`config.mk`:
```
export PLATFORM = sky130hd
export DESIGN_NAME = sorted_kmer_run_filter
export DESIGN_NICKNAME = d
export VERILOG_FILES = /design/src/rtl/skmr_pkg.sv /design/src/rtl/skmr_posbuf.sv /design/src/rtl/skmr_cmdq.sv /design/src/rtl/skmr_front.sv /design/src/rtl/skmr_back.sv /design/src/rtl/sorted_kmer_run_filter.sv
export SDC_FILE = /design/constraint.sdc
export NUM_CORES = 2
export LEC_CHECK = 0
export BUFFER_PORTS_ARGS = -buffer_cell sky130_fd_sc_hd__buf_2
export CAP_MARGIN = 20
export CORE_UTILIZATION = 35
export DETAILED_ROUTE_END_ITERATION = 7
export GPL_ROUTABILITY_DRIVEN = 0
export GPL_TIMING_DRIVEN = 0
export SLEW_MARGIN = 20
export SYNTH_ARGS = -nofsm -noshare
export SYNTH_HDL_FRONTEND = slang
export SYNTH_SLANG_ARGS = --single-unit
```
`constraint.sdc`:
```
create_clock -name clk_i -period 16.7 [get_ports clk_i]
set_clock_uncertainty 0.2 [all_clocks]
set_input_delay 3.34 -clock clk_i [delete_from_list [all_inputs] [get_ports clk_i]]
set_output_delay 3.34 -clock clk_i [all_outputs]
set_load 0.01 [all_outputs]
```
`src/rtl/skmr_pkg.sv`:
```
// shared types and constants of the sorted k-mer run filter
`timescale 1ns / 1ps
`default_nettype none

package skmr_pkg;

  localparam int HASH_W  = 64;
  localparam int POS_W   = 40;
  localparam int LEN_W   = 6;
  localparam int CFG_W   = 6;
  localparam int KIND_W  = 2;

  localparam logic [CFG_W-1:0] MAX_OCC_RST = 6'd32;

  // result kinds on the output channel
  localparam logic [KIND_W-1:0] RES_POS   = 2'd0;
  localparam logic [KIND_W-1:0] RES_ENTRY = 2'd1;
  localparam logic [KIND_W-1:0] RES_END   = 2'd2;

  // command queue between front and back
  localparam int QDEPTH  = 4;
  localparam int Q_PTR_W = $clog2(QDEPTH);
  localparam int Q_CNT_W = $clog2(QDEPTH + 1);
  localparam int N_PUSH  = 3;

  typedef enum logic {
    CMD_RUN,
    CMD_END
  } cmd_kind_e;

  typedef struct packed {
    cmd_kind_e          kind;
    logic [HASH_W-1:0]  hash;
    logic [LEN_W-1:0]   count;
    logic               bank;
    logic               last_res;
  } cmd_t;

  // back part hands a buffer bank back to the front
  typedef struct packed {
    logic done;
    logic bank;
  } bank_rel_t;

endpackage

`default_nettype wire

```
`src/rtl/skmr_posbuf.sv`:
```
// two-bank position buffer, one write and one registered read port
`timescale 1ns / 1ps
`default_nettype none

module skmr_posbuf
  import skmr_pkg::*;
#(
  parameter int ADDR_W = 6
) (
  input  wire logic              clk_i,
  input  wire logic              wr_en_i,
  input  wire logic [ADDR_W-1:0] wr_addr_i,
  input  wire logic [POS_W-1:0]  wr_data_i,
  input  wire logic              rd_en_i,
  input  wire logic [ADDR_W-1:0] rd_addr_i,
  output logic      [POS_W-1:0]  rd_data_o
);

  logic [POS_W-1:0] mem_q [2**ADDR_W];
  logic [POS_W-1:0] rd_data_q;

  always_ff @(posedge clk_i) begin
    if (wr_en_i) begin
      mem_q[wr_addr_i] <= wr_data_i;
    end
    if (rd_en_i) begin
      rd_data_q <= mem_q[rd_addr_i];
    end
  end

  assign rd_data_o = rd_data_q;

endmodule

`default_nettype wire

```
`src/rtl/skmr_cmdq.sv`:
```
// short command queue between front and back, up to three pushes per cycle
`timescale 1ns / 1ps
`default_nettype none

module skmr_cmdq
  import skmr_pkg::*;
(
  input  wire logic              clk_i,
  input  wire logic              rst_ni,
  input  wire logic [N_PUSH-1:0] push_i,
  input  wire cmd_t [N_PUSH-1:0] push_cmd_i,
  output logic                   room_o,
  output logic                   head_valid_o,
  output cmd_t                   head_o,
  input  wire logic              pop_i
);

  cmd_t               q_q [QDEPTH];
  logic [Q_PTR_W-1:0] wr_ptr_q, wr_ptr_d;
  logic [Q_PTR_W-1:0] rd_ptr_q, rd_ptr_d;
  logic [Q_CNT_W-1:0] cnt_q, cnt_d;
  logic [Q_PTR_W-1:0] addr0, addr1, addr2;
  logic [Q_CNT_W-1:0] n_push;

  // pushes are packed in order onto consecutive slots
  assign addr0  = wr_ptr_q;
  assign addr1  = addr0 + Q_PTR_W'(push_i[0]);
  assign addr2  = addr1 + Q_PTR_W'(push_i[1]);
  assign n_push = Q_CNT_W'(push_i[0]) + Q_CNT_W'(push_i[1]) + Q_CNT_W'(push_i[2]);

  assign wr_ptr_d = addr2 + Q_PTR_W'(push_i[2]);
  assign rd_ptr_d = rd_ptr_q + Q_PTR_W'(pop_i);
  assign cnt_d    = cnt_q + n_push - Q_CNT_W'(pop_i);

  always_ff @(posedge clk_i) begin
    if (push_i[0]) begin
      q_q[addr0] <= push_cmd_i[0];
    end
    if (push_i[1]) begin
      q_q[addr1] <= push_cmd_i[1];
    end
    if (push_i[2]) begin
      q_q[addr2] <= push_cmd_i[2];
    end
  end

  always_ff @(posedge clk_i or negedge rst_ni) begin
    if (!rst_ni) begin
      wr_ptr_q <= '0;
      rd_ptr_q <= '0;
      cnt_q    <= '0;
    end else begin
      wr_ptr_q <= wr_ptr_d;
      rd_ptr_q <= rd_ptr_d;
      cnt_q    <= cnt_d;
    end
  end

  assign room_o       = cnt_q <= Q_CNT_W'(QDEPTH - N_PUSH);
  assign head_valid_o = cnt_q != '0;
  assign head_o       = q_q[rd_ptr_q];

  a_no_overflow: assert property (@(posedge clk_i) disable iff (!rst_ni)
    (push_i != '0) |-> ({1'b0, cnt_q} + {1'b0, n_push}) <= (Q_CNT_W + 1)'(QDEPTH))
    else $error("command queue overflow");

  a_no_underflow: assert property (@(posedge clk_i) disable iff (!rst_ni)
    pop_i |-> cnt_q != '0)
    else $error("command queue pop while empty");

endmodule

`default_nettype wire

```
`src/rtl/skmr_front.sv`:
```
// front part: run tracking, keep decision, buffer writes and command pushes
`timescale 1ns / 1ps
`default_nettype none

module skmr_front
  import skmr_pkg::*;
#(
  parameter int MAX_RUN       = 32,
  parameter int POSITION_BITS = 40,
  parameter int ADDR_W        = 6
) (
  input  wire logic              clk_i,
  input  wire logic              rst_ni,
  input  wire logic              cfg_valid_i,
  input  wire logic [CFG_W-1:0]  cfg_data_i,
  input  wire logic              in_valid_i,
  output logic                   in_ready_o,
  input  wire logic [HASH_W-1:0] kmer_hash_i,
  input  wire logic [POS_W-1:0]  kmer_position_i,
  input  wire logic              end_of_stream_i,
  input  wire logic              q_room_i,
  output logic [N_PUSH-1:0]      push_o,
  output cmd_t [N_PUSH-1:0]      push_cmd_o,
  input  wire bank_rel_t         rel_i,
  output logic                   wr_en_o,
  output logic [ADDR_W-1:0]      wr_addr_o,
  output logic [POS_W-1:0]       wr_data_o
);

  localparam int IDX_W = ADDR_W - 1;
  localparam int CNT_W = $clog2(MAX_RUN + 2);
  localparam int CMP_W = (CNT_W > CFG_W) ? CNT_W : CFG_W;
  localparam logic [CNT_W-1:0] MaxRunC = CNT_W'(MAX_RUN);
  localparam logic [POS_W-1:0] PosMask = (POSITION_BITS >= POS_W) ? {POS_W{1'b1}} :
                                         ((POS_W'(1) << POSITION_BITS) - POS_W'(1));

  logic [CFG_W-1:0]  max_occ_q;
  logic              run_active_q, run_active_d;
  logic [HASH_W-1:0] cur_hash_q, cur_hash_d;
  logic [CNT_W-1:0]  run_count_q, run_count_d;
  logic              wbank_q, wbank_d;
  logic [1:0]        busy_q, busy_d;

  logic              diff, keep_prev, new_run, tgt_bank, keep_cur, accept;
  logic [CNT_W-1:0]  cnt_base, cnt_next;

  function automatic logic keeps(input logic [CNT_W-1:0] cnt, input logic [CFG_W-1:0] lim);
    keeps = (CMP_W'(cnt) <= CMP_W'(lim)) && (cnt <= MaxRunC);
  endfunction

  always_comb begin
    diff      = run_active_q && (kmer_hash_i != cur_hash_q);
    keep_prev = diff && keeps(run_count_q, max_occ_q);
    new_run   = !run_active_q || diff;
    // a kept run leaves its bank to the back, the new run takes the other one
    tgt_bank  = keep_prev ? ~wbank_q : wbank_q;
    cnt_base  = new_run ? '0 : run_count_q;
    cnt_next  = (cnt_base <= MaxRunC) ? cnt_base + CNT_W'(1) : cnt_base;
    keep_cur  = keeps(cnt_next, max_occ_q);

    in_ready_o = q_room_i && !busy_q[tgt_bank];
    accept     = in_valid_i && in_ready_o;

    push_o[0]                = accept && keep_prev;
    push_cmd_o[0].kind       = CMD_RUN;
    push_cmd_o[0].hash       = cur_hash_q;
    push_cmd_o[0].count      = LEN_W'(run_count_q);
    push_cmd_o[0].bank       = wbank_q;
    push_cmd_o[0].last_res   = !end_of_stream_i;

    push_o[1]                = accept && end_of_stream_i && keep_cur;
    push_cmd_o[1].kind       = CMD_RUN;
    push_cmd_o[1].hash       = kmer_hash_i;
    push_cmd_o[1].count      = LEN_W'(cnt_next);
    push_cmd_o[1].bank       = tgt_bank;
    push_cmd_o[1].last_res   = 1'b0;

    push_o[2]                = accept && end_of_stream_i;
    push_cmd_o[2].kind       = CMD_END;
    push_cmd_o[2].hash       = '0;
    push_cmd_o[2].count      = '0;
    push_cmd_o[2].bank       = 1'b0;
    push_cmd_o[2].last_res   = 1'b1;

    wr_en_o   = accept && (cnt_base < MaxRunC);
    wr_addr_o = {tgt_bank, cnt_base[IDX_W-1:0]};
    wr_data_o = kmer_position_i & PosMask;

    run_active_d = run_active_q;
    cur_hash_d   = cur_hash_q;
    run_count_d  = run_count_q;
    wbank_d      = wbank_q;
    if (accept) begin
      if (end_of_stream_i) begin
        run_active_d = 1'b0;
        cur_hash_d   = '0;
        run_count_d  = '0;
        wbank_d      = keep_cur ? ~tgt_bank : tgt_bank;
      end else begin
        run_active_d = 1'b1;
        cur_hash_d   = kmer_hash_i;
        run_count_d  = cnt_next;
        wbank_d      = tgt_bank;
      end
    end

    busy_d = busy_q;
    if (rel_i.done) begin
      busy_d[rel_i.bank] = 1'b0;
    end
    if (push_o[0]) begin
      busy_d[wbank_q] = 1'b1;
    end
    if (push_o[1]) begin
      busy_d[tgt_bank] = 1'b1;
    end
  end

  always_ff @(posedge clk_i or negedge rst_ni) begin
    if (!rst_ni) begin
      max_occ_q    <= MAX_OCC_RST;
      run_active_q <= 1'b0;
      cur_hash_q   <= '0;
      run_count_q  <= '0;
      wbank_q      <= 1'b0;
      busy_q       <= '0;
    end else begin
      if (cfg_valid_i) begin
        max_occ_q <= cfg_data_i;
      end
      run_active_q <= run_active_d;
      cur_hash_q   <= cur_hash_d;
      run_count_q  <= run_count_d;
      wbank_q      <= wbank_d;
      busy_q       <= busy_d;
    end
  end

  a_close_bank_free: assert property (@(posedge clk_i) disable iff (!rst_ni)
    push_o[0] |-> !busy_q[wbank_q])
    else $error("closing run found its bank still in use");

  a_open_bank_free: assert property (@(posedge clk_i) disable iff (!rst_ni)
    run_active_q |-> !busy_q[wbank_q])
    else $error("open run shares a bank with the back part");

endmodule

`default_nettype wire

```
`src/rtl/skmr_back.sv`:
```
// back part: replays kept runs from the buffer and drives the result register
`timescale 1ns / 1ps
`default_nettype none

module skmr_back
  import skmr_pkg::*;
#(
  parameter int ADDR_W = 6
) (
  input  wire logic              clk_i,
  input  wire logic              rst_ni,
  input  wire logic              cmd_valid_i,
  input  wire cmd_t              cmd_i,
  output logic                   cmd_pop_o,
  output bank_rel_t              rel_o,
  output logic                   rd_en_o,
  output logic [ADDR_W-1:0]      rd_addr_o,
  input  wire logic [POS_W-1:0]  rd_data_i,
  output logic                   out_valid_o,
  input  wire logic              out_ready_i,
  output logic [KIND_W-1:0]      result_kind_o,
  output logic [HASH_W-1:0]      entry_hash_o,
  output logic [POS_W-1:0]       entry_position_o,
  output logic [POS_W-1:0]       list_index_o,
  output logic [LEN_W-1:0]       run_length_o,
  output logic                   final_result_o
);

  localparam int IDX_W = ADDR_W - 1;
  localparam int LW1   = LEN_W + 1;

  typedef enum logic [1:0] {
    ST_IDLE,
    ST_READ,
    ST_POS,
    ST_ENTRY
  } state_e;

  state_e            state_q;
  logic [IDX_W-1:0]  idx_q;
  logic [POS_W-1:0]  kept_q;
  logic [POS_W-1:0]  start_q;
  logic              out_valid_q;
  logic [KIND_W-1:0] kind_q;
  logic [HASH_W-1:0] hash_q;
  logic [POS_W-1:0]  pos_q;
  logic [POS_W-1:0]  index_q;
  logic [LEN_W-1:0]  len_q;
  logic              last_q;

  logic slot_free, last_pos;

  assign slot_free = !out_valid_q || out_ready_i;
  assign last_pos  = (LW1'(idx_q) + LW1'(1)) == LW1'(cmd_i.count);

  always_comb begin
    cmd_pop_o = 1'b0;
    rel_o     = '{done: 1'b0, bank: cmd_i.bank};
    unique case (state_q)
      ST_IDLE: begin
        cmd_pop_o = cmd_valid_i && (cmd_i.kind == CMD_END) && slot_free;
      end
      ST_ENTRY: begin
        cmd_pop_o  = slot_free;
        rel_o.done = slot_free;
      end
      default: begin
      end
    endcase
  end

  assign rd_en_o   = state_q == ST_READ;
  assign rd_addr_o = {cmd_i.bank, idx_q};

  always_ff @(posedge clk_i or negedge rst_ni) begin
    if (!rst_ni) begin
      state_q     <= ST_IDLE;
      idx_q       <= '0;
      kept_q      <= '0;
      start_q     <= '0;
      out_valid_q <= 1'b0;
      kind_q      <= RES_POS;
      hash_q      <= '0;
      pos_q       <= '0;
      index_q     <= '0;
      len_q       <= '0;
      last_q      <= 1'b0;
    end else begin
      if (out_ready_i) begin
        out_valid_q <= 1'b0;
      end
      unique case (state_q)
        ST_IDLE: begin
          if (cmd_valid_i) begin
            if (cmd_i.kind == CMD_END) begin
              if (slot_free) begin
                out_valid_q <= 1'b1;
                kind_q      <= RES_END;
                hash_q      <= '0;
                pos_q       <= '0;
                index_q     <= kept_q;
                len_q       <= '0;
                last_q      <= cmd_i.last_res;
                kept_q      <= '0;
              end
            end else begin
              idx_q   <= '0;
              start_q <= kept_q;
              state_q <= ST_READ;
            end
          end
        end
        ST_READ: begin
          state_q <= ST_POS;
        end
        ST_POS: begin
          // buffer data is held until the next read, so a stall is harmless
          if (slot_free) begin
            out_valid_q <= 1'b1;
            kind_q      <= RES_POS;
            hash_q      <= cmd_i.hash;
            pos_q       <= rd_data_i;
            index_q     <= kept_q;
            len_q       <= '0;
            last_q      <= 1'b0;
            kept_q      <= kept_q + POS_W'(1);
            if (last_pos) begin
              state_q <= ST_ENTRY;
            end else begin
              idx_q   <= idx_q + IDX_W'(1);
              state_q <= ST_READ;
            end
          end
        end
        ST_ENTRY: begin
          if (slot_free) begin
            out_valid_q <= 1'b1;
            kind_q      <= RES_ENTRY;
            hash_q      <= cmd_i.hash;
            pos_q       <= '0;
            index_q     <= start_q;
            len_q       <= cmd_i.count;
            last_q      <= cmd_i.last_res;
            state_q     <= ST_IDLE;
          end
        end
        default: begin
          state_q <= ST_IDLE;
        end
      endcase
    end
  end

  assign out_valid_o      = out_valid_q;
  assign result_kind_o    = kind_q;
  assign entry_hash_o     = hash_q;
  assign entry_position_o = pos_q;
  assign list_index_o     = index_q;
  assign run_length_o     = len_q;
  assign final_result_o   = last_q;

endmodule

`default_nettype wire

```
`src/rtl/sorted_kmer_run_filter.sv`:
```
// top level of the sorted k-mer run filter
// Takes (hash, position) items sorted by hash and groups equal adjacent hashes into runs.
// A run of at most max_occurrences items (and at most MAX_RUN) is replayed as its positions,
// each with the next compacted-list index, then one table entry; longer runs vanish, and
// an end_of_stream item closes the open run and adds an end marker. The front part takes an
// input whenever the command queue has room for three commands and the buffer
// bank the item lands in is free; the position buffer has two banks, so one run can fill
// while the previous one drains. For each kept run the back part picks up the command, then
// for each kept position does a registered buffer read and then loads the output register,
// then loads the table entry; an end marker is loaded directly. No clearing pass is needed
// after reset.
`timescale 1ns / 1ps
`default_nettype none

module sorted_kmer_run_filter
  import skmr_pkg::*;
#(
  parameter int MAX_RUN       = 32,
  parameter int POSITION_BITS = 40
) (
  input  wire logic              clk_i,
  input  wire logic              rst_ni,
  input  wire logic              cfg_valid_i,
  output logic                   cfg_ready_o,
  input  wire logic [CFG_W-1:0]  cfg_data_i,
  input  wire logic              in_valid_i,
  output logic                   in_ready_o,
  input  wire logic [HASH_W-1:0] kmer_hash_i,
  input  wire logic [POS_W-1:0]  kmer_position_i,
  input  wire logic              end_of_stream_i,
  output logic                   out_valid_o,
  input  wire logic              out_ready_i,
  output logic [KIND_W-1:0]      result_kind_o,
  output logic [HASH_W-1:0]      entry_hash_o,
  output logic [POS_W-1:0]       entry_position_o,
  output logic [POS_W-1:0]       list_index_o,
  output logic [LEN_W-1:0]       run_length_o,
  output logic                   final_result_o
);

  localparam int IDX_W  = (MAX_RUN > 1) ? $clog2(MAX_RUN) : 1;
  localparam int ADDR_W = IDX_W + 1;

  logic                cfg_wr;
  logic                q_room;
  logic [N_PUSH-1:0]   push;
  cmd_t [N_PUSH-1:0]   push_cmd;
  logic                head_valid;
  cmd_t                head;
  logic                pop;
  bank_rel_t           rel;
  logic                wr_en;
  logic [ADDR_W-1:0]   wr_addr;
  logic [POS_W-1:0]    wr_data;
  logic                rd_en;
  logic [ADDR_W-1:0]   rd_addr;
  logic [POS_W-1:0]    rd_data;

  // register writes must land only while idle; this is not enforced, all writes are taken
  assign cfg_ready_o = 1'b1;
  assign cfg_wr      = cfg_valid_i && cfg_ready_o;

  skmr_front #(
    .MAX_RUN      (MAX_RUN),
    .POSITION_BITS(POSITION_BITS),
    .ADDR_W       (ADDR_W)
  ) u_front (
    .clk_i          (clk_i),
    .rst_ni         (rst_ni),
    .cfg_valid_i    (cfg_wr),
    .cfg_data_i     (cfg_data_i),
    .in_valid_i     (in_valid_i),
    .in_ready_o     (in_ready_o),
    .kmer_hash_i    (kmer_hash_i),
    .kmer_position_i(kmer_position_i),
    .end_of_stream_i(end_of_stream_i),
    .q_room_i       (q_room),
    .push_o         (push),
    .push_cmd_o     (push_cmd),
    .rel_i          (rel),
    .wr_en_o        (wr_en),
    .wr_addr_o      (wr_addr),
    .wr_data_o      (wr_data)
  );

  skmr_posbuf #(
    .ADDR_W(ADDR_W)
  ) u_posbuf (
    .clk_i    (clk_i),
    .wr_en_i  (wr_en),
    .wr_addr_i(wr_addr),
    .wr_data_i(wr_data),
    .rd_en_i  (rd_en),
    .rd_addr_i(rd_addr),
    .rd_data_o(rd_data)
  );

  skmr_cmdq u_cmdq (
    .clk_i       (clk_i),
    .rst_ni      (rst_ni),
    .push_i      (push),
    .push_cmd_i  (push_cmd),
    .room_o      (q_room),
    .head_valid_o(head_valid),
    .head_o      (head),
    .pop_i       (pop)
  );

  skmr_back #(
    .ADDR_W(ADDR_W)
  ) u_back (
    .clk_i           (clk_i),
    .rst_ni          (rst_ni),
    .cmd_valid_i     (head_valid),
    .cmd_i           (head),
    .cmd_pop_o       (pop),
    .rel_o           (rel),
    .rd_en_o         (rd_en),
    .rd_addr_o       (rd_addr),
    .rd_data_i       (rd_data),
    .out_valid_o     (out_valid_o),
    .out_ready_i     (out_ready_i),
    .result_kind_o   (result_kind_o),
    .entry_hash_o    (entry_hash_o),
    .entry_position_o(entry_position_o),
    .list_index_o    (list_index_o),
    .run_length_o    (run_length_o),
    .final_result_o  (final_result_o)
  );

endmodule

`default_nettype wire

```
; ---- Word level (Yosys, flattened, before mapping)
; Memories as Yosys holds them, arrays and structs flattened. A register that Yosys moved wholly into a read port is not among the register bits.
; Index checks and enable logic that the tools add are counted.
[op_classes]
n_addsub = 12
n_lt_le_gt_ge = 13
eq_ne = 13
mux = 80
n_bitwise = 7
reduce_logical = 35
[ops]
columns = op, n
row1 = 2-to-1 mux 40 bit, 12
row2 = 2-to-1 mux 64 bit, 5
row3 = case mux 40 bit (3 select lines), 2
row4 = case mux 64 bit (2 select lines), 1
row5 = case mux 40 bit (2 select lines), 1
row6 = inequality test 64 bit, 1
row7 = 2-to-1 mux 6 bit, 7
row8 = "adder 40 x 1 -> 40 bit, second input constant", 1
row9 = 2-to-1 mux 1 bit, 26
row10 = 2-to-1 mux 2 bit, 12
row11 = 2-to-1 mux 5 bit, 4
row12 = "<= comparator 6 bit, second input constant", 3
row13 = case mux 6 bit (3 select lines), 1
row14 = logical AND 1 bit, 15
row15 = AND reduction 5 bit, 3
row16 = <= comparator 6 bit, 2
row17 = AND reduction 4 bit, 3
row18 = "inequality test 2 x 1 -> 1 bit, second input constant", 5
row19 = case mux 5 bit (2 select lines), 1
row20 = adder 2 x 1 -> 2 bit, 4
row21 = case mux 2 bit (4 select lines), 1
row22 = == test 7 x 6 -> 1 bit, 1
row23 = "adder 5 x 1 -> 6 bit, second input constant", 1
row24 = "adder 6 x 1 -> 6 bit, second input constant", 1
row25 = 28 further kinds, 47
[totals]
ff_bits = 328
ramBits = 2852
memories = 2
[memory_table]
columns = name, depth, word_bits, rd, rd_ports_with_merged_regs, write_ports, line
row1 = u_posbuf.mem_q, 64, 40, 1, 1, 1, skmr_posbuf.sv:19  ; logic [POS_W-1:0] mem_q [2**ADDR_W];
row2 = u_cmdq.q_q, 4, 73, 1, 0, 3, skmr_cmdq.sv:18  ; cmd_t q_q [QDEPTH];

; ---- Longest topological paths before layout
[logic_depth]
word_depth = 15
mapped_depth = 28
mapped_depth_nobuf = 27

; ---- Cells and area by module
; A second synthesis with hierarchy kept.
[unflattened]
hier_cells = 7591
hier_area_um2 = 133255.3
[modules_own_cells]
columns = mod, instances, cells_per_inst, area_per_inst_um2, seq_area_each_um2
row1 = skmr_posbuf, 1, 4195, 98254.2, 78074.9
row2 = skmr_cmdq, 1, 1832, 18286.3, 8943.6
row3 = skmr_back, 1, 926, 10271.1, 6030.8
row4 = skmr_front, 1, 636, 6432.4, 2003.2
row5 = sorted_kmer_run_filter, 1, 2, 11.3, 0.0

; ---- Worst setup path before layout
; OpenSTA, ideal clock, no wires.
[synth_path]
path_kind = input to register
start = input kmer_hash_i[54]
end = memory u_posbuf.mem_q[13][0], enable pin
t_arrival_ps = 9168
slack_ps = 6780
stages = 8
path_cell_list = xnor2_1 -> nand4_1 -> nor4_1 -> nand4_1 -> nand4_1 -> nand3_1 -> or3_1 -> nor4b_1
[synth_via]
elab_chain_len = 12
[synth_lines]
columns = item, line
row1 = "start, declared", sorted_kmer_run_filter.sv:28  ; input wire logic [HASH_W-1:0] kmer_hash_i,
row2 = inequality test 64 bit (*), skmr_front.sv:52  ; diff = run_active_q && (kmer_hash_i != cur_hash_q);
row3 = logical AND 1 bit (*), skmr_front.sv:52
row4 = branches (longest 10 deep; another with less-than comparator 6 bit), -
row5 = "end, declared", skmr_posbuf.sv:19
; Every way passes the cells marked *. The select of a mux whose other input is x is not followed.

==> metrics.txt <==
worst r2r path cells=28; Yosys reg bits=3220; layout cells sized above 1=0.275; PwrDens=roughly 150 nW/um2; number of global-route vias before repair=around 70000; initial core utilization=0.352; hold endpoint=u_back.entry_position_o[32]; first-pass GRT wire length=537000 um; Post-CTS Setup Inserts=0; Vias=71100; GR Util All Layers=0.207; # hold bufs at CTS=0; clk sink count=3220; Wirelength per Cell=30.7 um; EDFF count, synth=2600; root buf cell=clkbuf_16; Total Routed Length=between 300000 and 400000 um; Resized cells post-CTS=0; CTS tree=yes; I/O pin total=roughly 270; core box area=363000 um2; CP startpoint kind=primary input; final worst path period share=0.589; hold_ws=0.261 ns; clock-pin slew on the worst setup and hold paths=0.06 ns; VDD IR max=about 0.00011 V; site row count=221; Tot Pwr=22.5 mW; Max Cap Violations=0; worst hold path class=reg2reg; Slowest-stage cell, CP=nor3_4; Final Setup Violations=0; later-pin clock latency in the skew report=0.89 ns; Hold Crit Start=u_back.entry_position_o[32]; Initial DRC Count=a little over 9000; Clock Tree Buf Depth=4; Place WS=roughly 6.2 ns; initial antenna violation count=60; status=finished clean; worst-margin pin slew=1.23 ns; Avg Inst Size Synth=19.0 um2; prevailing post-synth register cell=edfxtp_1; fillers=31718; Critical Path AT=10.27 ns; DP Area=approximately 140000 um2; CP endpoint kind=register; CP required=17.14 ns; min Tclk post-route=9.83 ns; CP Class=in2reg; Yosys Warn Count=0; post-route ant nets=0; largest net degree at the start of global routing=97; Slew HR=0.181; Crit Reg-Reg Startpoint=u_front.cur_hash_q[2]; area grow syn2layout=17.9%; post-DP HPWL=between 200000 and 300000 um; final worst slack=6.87 ns; DRT Pass-1 Iters=5; Die Area=368000 um2; async set-reset flop share out of synthesis=0.102; register area share after synthesis=0.720; CTS buffer count=327; H-tree levels=5; leakage power=between 40 and 50 nW; Worst path most repeated cell=ha_1; gr ovfl total=0; drc violations=0; RSZ-0062 raised after global routing=no; Max stage delay on crit path=approximately 0.63 ns; synth unique cells=68; Cells on Worst Hold Path=2; die height=606 um; utilization after layout=0.415; syn nets=a little under 7000; fin area=~150000 um2; vias per inst=5.64; Slew Limit Fails=0; FMAX=102 MHz; Die X=606 um; crit path max fanout=10; Layout Nets=7683; mapped cell area=128000 um2; worst r2r dst=u_cmdq.q_q[1][27]; Reg2Reg Setup Slack=8.97 ns; final hold viol count=0; Synth Instances=between 6000 and 7000; PortBufs=270
==> synthesized netlist by cell type (34+ instances only) <==
master	count	area, um2
o21ai_0	199	996
dfrtp_1	327	8180
mux4_2	913	20600
edfxtp_1	2600	78100
clkbuf_1	273	1020
nor2_1	404	1520
nand2_1	436	1640
nand3_1	74	370
mux2i_1	320	3200
xnor2_1	88	771
a211oi_1	283	2120
buf_2	64	320
buf_1	76	285
inv_1	34	128
mux2_2	42	473
dfxtp_1	292	5850
==> cells by family (layout without fill, tap and decap cells) <==
kind of cell             Yosys count  count (layout)  share of synthesized area
flip-flops                      3220            3220                      0.720
multiplexers                    1275            1275                      0.190
AND/OR/NAND/NOR                 1039            1039                     0.0341
XOR/XNOR                         113             113                    0.00774
buffers and inverters            468            1535                     0.0152
other                              1              19                  0.0000293
adder cells (fa/ha/maj)           30              30                    0.00305
AO/OA/AOI/OAI                    571             571                     0.0299
==> layout make-up <==
| cell class | instances | area (um2) | area share |
|---|---|---|---|
| sequential | 3220 | 92100 | 0.611 |
| multi-input combinational | 3029 | 34300 | 0.228 |
| clock buffer | 425 | 8820 | 0.0585 |
| timing repair buffer | 491 | 6130 | 0.0406 |
| tap | 4794 | 6000 | 0.0398 |
| buffer | 433 | 1910 | 0.0127 |
| clock inverter | 151 | 1340 | 0.00888 |
| inverter | 35 | 131 | 0.000871 |
| antenna | 18 | 45.0 | 0.000299 |
==> per-stage QoR <==
step / std cells / TNS (ns)
after global routing: 12583 / 0
final: 12596 / 0
after detailed placement: 11994 / 0
after global placement: 11781 / -67.52
after floorplan: 6717 / 0
after CTS: 12570 / 0
==> critical path, delay by kind of cell <==
family / cells / cell delay, ns
simple gates: 11 / 2.72
buf+inv: 5 / 1.07
xor+xnor: 2 / 1.04
compound gates: 7 / 0.96
fa+ha+maj: 3 / 0.78
mux: 1 / 0.35
==> routing by layer <==
layer  part of all wire  routed length, um  global-route usage  vias up
met1               0.40             155000               0.282    37921
met4              0.037              14400              0.0696       40
met2               0.46             179000               0.326     3736
met3              0.098              37800              0.0471      672
li1                   -                  -                   -    28731
met5            0.00068                264                   0        -
==> flip-flops by register name (all words and copies together), names as in the netlist, 2 cells and up <==
signal / flops
u_back.entry_hash_o: 64
u_back.entry_position_o: 40
u_back.idx_q: 5
u_back.kept_q: 40
u_back.list_index_o: 40
u_back.result_kind_o: 2
u_back.run_length_o: 6
u_back.start_q: 40
u_back.state_q: 2
u_cmdq.addr0: 2
u_cmdq.cnt_q: 3
u_cmdq.q_q: 292
u_cmdq.rd_ptr_q: 2
u_front.busy_q: 2
u_front.cur_hash_q: 64
u_front.max_occ_q: 6
u_front.run_count_q: 6
u_posbuf.mem_q: 2560
u_posbuf.rd_data_o: 40
==> report_power, final <==
group,switching (mW),total (mW),internal (mW)
Combinational,3.28,5.62,2.34
Sequential,0.446,9.72,9.28
Clock,3.08,7.12,4.05
==> how the worst max path moves through the flow <==
stage	from	endpoint	slack, ns	depth (start not counted)
after global placement	kmer_hash_i[2]	u_posbuf.mem_q[13][10]	-1.71	9
after global routing	kmer_hash_i[2]	u_cmdq.q_q[1][30]	6.57	29
after detailed placement	kmer_hash_i[2]	u_cmdq.q_q[1][70]	6.20	29
final	kmer_hash_i[2]	u_cmdq.q_q[1][27]	6.87	29
after CTS	kmer_hash_i[2]	in_ready_o	7.05	11
after floorplan	kmer_hash_i[54]	u_posbuf.mem_q[13][0]	6.78	8
==> placed cells by master, fill, tap and decap left out, types with 18 or more instances in the layout <==
| master | synthesis | final |
|---|---|---|
| a211oi_1 | 283 | 282 |
| a21oi_1 | 25 | 24 |
| and3_1 | 19 | 19 |
| buf_1 | 76 | 41 |
| buf_12 | 0 | 96 |
| buf_16 | 0 | 88 |
| buf_2 | 64 | 343 |
| buf_4 | 12 | 50 |
| buf_6 | 8 | 23 |
| bufinv_16 | 0 | 21 |
| clkbuf_1 | 273 | 304 |
| clkbuf_16 | 0 | 332 |
| clkbuf_2 | 0 | 50 |
| clkinv_1 | 0 | 54 |
| clkinv_2 | 0 | 45 |
| dfrtp_1 | 327 | 327 |
| dfxtp_1 | 292 | 292 |
| diode_2 | 0 | 18 |
| edfxtp_1 | 2600 | 2600 |
| ha_1 | 28 | 27 |
| inv_1 | 34 | 34 |
| mux2_2 | 42 | 42 |
| mux2i_1 | 320 | 320 |
| mux4_2 | 913 | 913 |
| nand2_1 | 436 | 436 |
| nand3_1 | 74 | 74 |
| nand4_1 | 23 | 23 |
| nor2_1 | 404 | 343 |
| nor2_4 | 1 | 62 |
| o21ai_0 | 199 | 199 |
| xnor2_1 | 88 | 88 |
| xor2_1 | 25 | 25 |
Note: power is estimated with default switching activity, not from simulation.
